===== config.mk =====
export PLATFORM = sky130hd
export DESIGN_NAME = sit_sqrt_cell
export DESIGN_NICKNAME = d
export VERILOG_FILES = /design/src/design/sit_pkg.sv /design/src/design/sit_sqrt_cell.sv
export SDC_FILE = /design/constraint.sdc
export NUM_CORES = 1
export LEC_CHECK = 0
export BUFFER_PORTS_ARGS = -buffer_cell sky130_fd_sc_hd__buf_2
export CAP_MARGIN = 40
export CORE_AREA = 2 2 170 172
export DETAILED_ROUTE_END_ITERATION = 16
export DIE_AREA = 0 0 172 174
export SLEW_MARGIN = 10
export SYNTH_ARGS = -nofsm -noshare
export SYNTH_HDL_FRONTEND = slang
export SYNTH_SLANG_ARGS = --single-unit

===== constraint.sdc =====
create_clock -name i_clk -period 6.7 [get_ports i_clk]
set_input_delay 0.335 -clock i_clk [delete_from_list [all_inputs] [get_ports i_clk]]
set_output_delay 0.335 -clock i_clk [all_outputs]
set_load 0.05 [all_outputs]

===== src/design/sit_pkg.sv =====
// shared widths and the data word handed along the square root chain
package sit_pkg;

    localparam int unsigned CoordW   = 32;
    localparam int unsigned OffW     = CoordW + 1;
    localparam int unsigned AbsW     = CoordW;
    localparam int unsigned SqW      = 2 * AbsW;
    localparam int unsigned RadW     = SqW + 2;
    localparam int unsigned RootW    = RadW / 2;
    localparam int unsigned RemW     = RootW + 4;
    localparam int unsigned NormW    = 16;
    localparam int unsigned ProdW    = NormW + OffW;
    localparam int unsigned DotW     = ProdW + 2;
    localparam int unsigned AdotW    = DotW - 1;
    localparam int unsigned IndexW   = 32;
    localparam int unsigned RadiusW  = 31;
    localparam int unsigned CosW     = 15;
    localparam int unsigned BoundW   = CosW + RootW;
    localparam int unsigned CfgIdxW  = 3;
    localparam int unsigned CfgDataW = 32;

    typedef struct packed {
        logic                valid;
        logic [RadW-1:0]     rad;
        logic [RemW-1:0]     rem;
        logic [RootW-1:0]    root;
        logic [AdotW-1:0]    adot;
        logic [IndexW-1:0]   index;
    } t_chain;

endpackage


===== src/design/sit_sqrt_cell.sv =====
// one digit step of the integer square root, one root bit per cell
module sit_sqrt_cell
    import sit_pkg::*;
(
    input  logic   i_clk,
    input  logic   i_rst_n,
    input  t_chain i_data,
    output t_chain o_data
);

    t_chain           r_data;
    t_chain           n_data;
    logic [RemW-1:0]  rem_sh;
    logic [RemW-1:0]  trial;
    logic             ge;

    always_comb begin
        rem_sh = {i_data.rem[RemW-3:0], i_data.rad[RadW-1 -: 2]};
        trial  = {2'b00, i_data.root, 2'b01};
        ge     = (rem_sh >= trial);
        n_data       = i_data;
        n_data.rad   = {i_data.rad[RadW-3:0], 2'b00};
        n_data.rem   = ge ? (rem_sh - trial) : rem_sh;
        n_data.root  = {i_data.root[RootW-2:0], ge};
    end

    always_ff @(posedge i_clk) begin
        r_data <= n_data;
        if (!i_rst_n) begin
            r_data.valid <= 1'b0;
        end
    end

    assign o_data = r_data;

endmodule


==> reports/metrics.cfg <==
[power]
p_int_w=0.002553
ir_drop_mv=0.1889
power_frac_seq_pct=37.6
p_total_w=0.003791
switchingPower_w=0.001238
power_frac_clock_pct=37.2
p_leak_nw=5.933
power_frac_comb_pct=25.2
switching_share_pct=32.66
p_per_area_nw_per_um2=310.3

[global_routing]
antenna_found_initial=8
grt_pass1_wl_um=42070
globalRouteOverflowTotal=0
grtUsageTotal_pct=18.89
grt_pass1_vias=7059
grt_max_degree=42

[cells_and_area]
largest_reg_flops=217
finish.utilization_pct=43.26
stdcell_area_um2=12220
drive_gt1_share_pct=40.48
layout.nets=1497
areaGrowthSynthToFinish_pct=76.07

[yosys]
post_synth_fa_ha_maj_area_fraction_pct=6.312
synth-seq-cells=217
ys_warn_count=0
synth_top_family_by_area=compound AO/OA/AOI/OAI gates
async_flop_share_pct=0
synth_cell_types=62
synth_edf_count=0
ys.flop_type=dfxtp_1
synth-simple-area-share_pct=9.252
avgSynthCellArea_um2=11.39
synthMuxAreaShare_pct=1.298
syn_inst=609
ys_seq_area_share_pct=62.61
synthXorXnorAreaFrac_pct=3.535
netlist_area_um2=6938
synth-compound-area-share_pct=13.22

[floorplanning]
ios=440
dieWidth_um=172
start_util_pct=24.57
die_area_um2=29930
design.core.area_um2=28240
die_y_um=174
rows=62

[setup_path]
cp-end-kind=register
crit_path_start=i_data[100]
cp_data_required_time_ns=7.10
cp_max_fo=41
cp_data_arrival_time_ns=3.99
crit_end=o_data[149]
critPathKind=input pin to register
start_kind=input pin

[timing]
min_period_ns=3.587
setup_tns_ns=0
max-slew-margin-rel_pct=65.10
hold_viol_final=0
setup_viol=0
worstMarginPinSlew_ns=0.5195
rsz0062_at_grt=false
worst_hold_slack_ns=0.03227
max_freq_mhz=278.8
maxSlewViolCount=0
final.period_utilization_pct=53.54

[clock_tree]
cts.hold.buffers_added=182
clock_path_buffers=3
cts_resized=0
clk_pin_slew_ns=0.06
cts_setup_buffers=0
h-tree-depth=1
cts_tree=built
ctsRootBufferMaster=clkbuf_16
cts_num_sinks=217
cts_made_buffers=25

[routing]
wl_per_cell_um=18.40
finalWirelength_um=30320
first_pass_iters=4
wl_met1_um=11870
ant_nets=0
top_layer=met5
dr_wl_met2_um=14540
drcViolationCount=0
via_count=6839
wl_met3_um=2509
drt_iter0_drc=237
vias_per_cell=4.150

[place]
place_area_um2=9525
place.gp.congestion=0.8336
dpl.hpwl_um=22350
port_buffers=435

[run]
drv_cap=0

[worst_hold_path]
hold_path_class=input pin to register

[run_status]
run_status=completed

[cells in the final DEF (no fill, tap or decap), drive strengths merged, types with 2 or more instances in the layout]
cell         instances
xor2                12
dfxtp              217
a21o                13
nor3                 8
a21oi               30
o31ai                7
a41oi                2
nand3b               2
diode                4
a21boi               2
bufinv               3
nand4                8
xnor2               16
nand3               11
o21a                 7
a211oi               7
mux2                 7
a31oi                3
inv                 47
a31o                 3
conb                 2
and3                 4
buf                437
o21ai               44
a221oi               2
clkbuf              33
dlygate4sd3        182
a2111oi              2
nand2               51
ha                  35
o21bai               6
nor2                23
nand2b               5
and2                 7
clkinv               6
nor2b                3
[routing by layer]
layer	track usage, %	vias to the layer above
met5	0	-
met4	7.703	8
met3	5.760	74
met2	33.42	282
met1	20.87	3134
li1	-	3341
[critical path, cell delays in order]
cell and delay [ns]:
dlygate4sd3_1 0.59, buf_2 0.13, inv_1 0.05, ha_1 0.39
a21oi_1 0.16, o21ai_1 0.15, nor3_1 0.25, o21ai_2 0.13
nand3b_2 0.14, a21oi_1 0.13, o31ai_4 0.38, buf_8 0.22
buf_4 0.41, inv_2 0.21, mux2_2 0.31
[synth_stat cells, types with 6 or more instances]
cell      number  share of area, %
o31ai_2        6               1.1
xnor2_1       16               2.0
nand2_1       51               2.8
nor3_1         8              0.58
o21ai_1       20               1.4
dfxtp_1      217                63
o21bai_1       6              0.65
xor2_1        12               1.5
a211oi_1       6              0.65
and2_1         6              0.54
ha_1          35               6.3
a21oi_1       29               2.1
nand4_1        7              0.63
inv_1         42               2.3
a21o_1        13               1.4
nand3_1       10              0.72
o21a_1         7              0.76
o21ai_0       23               1.7
nor2_1        23               1.2
[cells by family (layout without fill, tap and decap cells)]
logic type,after synthesis,after routing
AO/OA/AOI/OAI,135,135
multiplexers,7,7
adder cells (fa/ha/maj),35,35
buffers and inverters,58,708
other,1,6
AND/OR/NAND/NOR,128,128
flip-flops,217,217
XOR/XNOR,28,28
[worst min-delay path by stage]
stage / cells after the start / from / endpoint
2_1_floorplan: 0 / i_data[0] / o_data[0]
3_3_place_gp: 1 / i_data[8] / o_data[8]
3_5_place_dp: 1 / i_data[2] / o_data[2]
4_1_cts: 3 / i_data[122] / o_data[124]
5_1_grt: 3 / i_data[117] / o_data[119]
6_report: 3 / i_data[117] / o_data[119]
[metrics by stage]
| stage | setup slack [ns] | cells |
|---|---|---|
| finish | 3.113 | 1648 |
| global route | 2.893 | 1646 |
| CTS | 3.116 | 1644 |
| detailed placement | 3.142 | 1416 |
| global placement | 2.763 | 1415 |
| floorplan | 4.220 | 610 |
[power groups by stage]
stage | Sequential [W] | Combinational, W | Clock, W
after CTS | 0.00142 | 0.000957 | 0.00145
after global placement | 0.00145 | 0.000859 | 0
after global routing | 0.00143 | 0.00101 | 0.00151
after detailed placement | 0.00145 | 0.000864 | 0
final | 0.00143 | 0.000956 | 0.00141
after floorplan | 0.00184 | 0.000222 | 0
[cell type report]
| type | instances | area [um2] |
|---|---|---|
| clock buffers | 33 | 695.7 |
| well taps | 384 | 480.5 |
| multi-input cells | 335 | 2340 |
| diodes | 4 | 10.01 |
| clock inverters | 13 | 162.7 |
| inverters | 43 | 161.4 |
| repair buffers | 619 | 4021 |
| fillers | 2726 | 16020 |
| flip-flops and latches | 217 | 4344 |
Power figures use the tool's default switching activity.
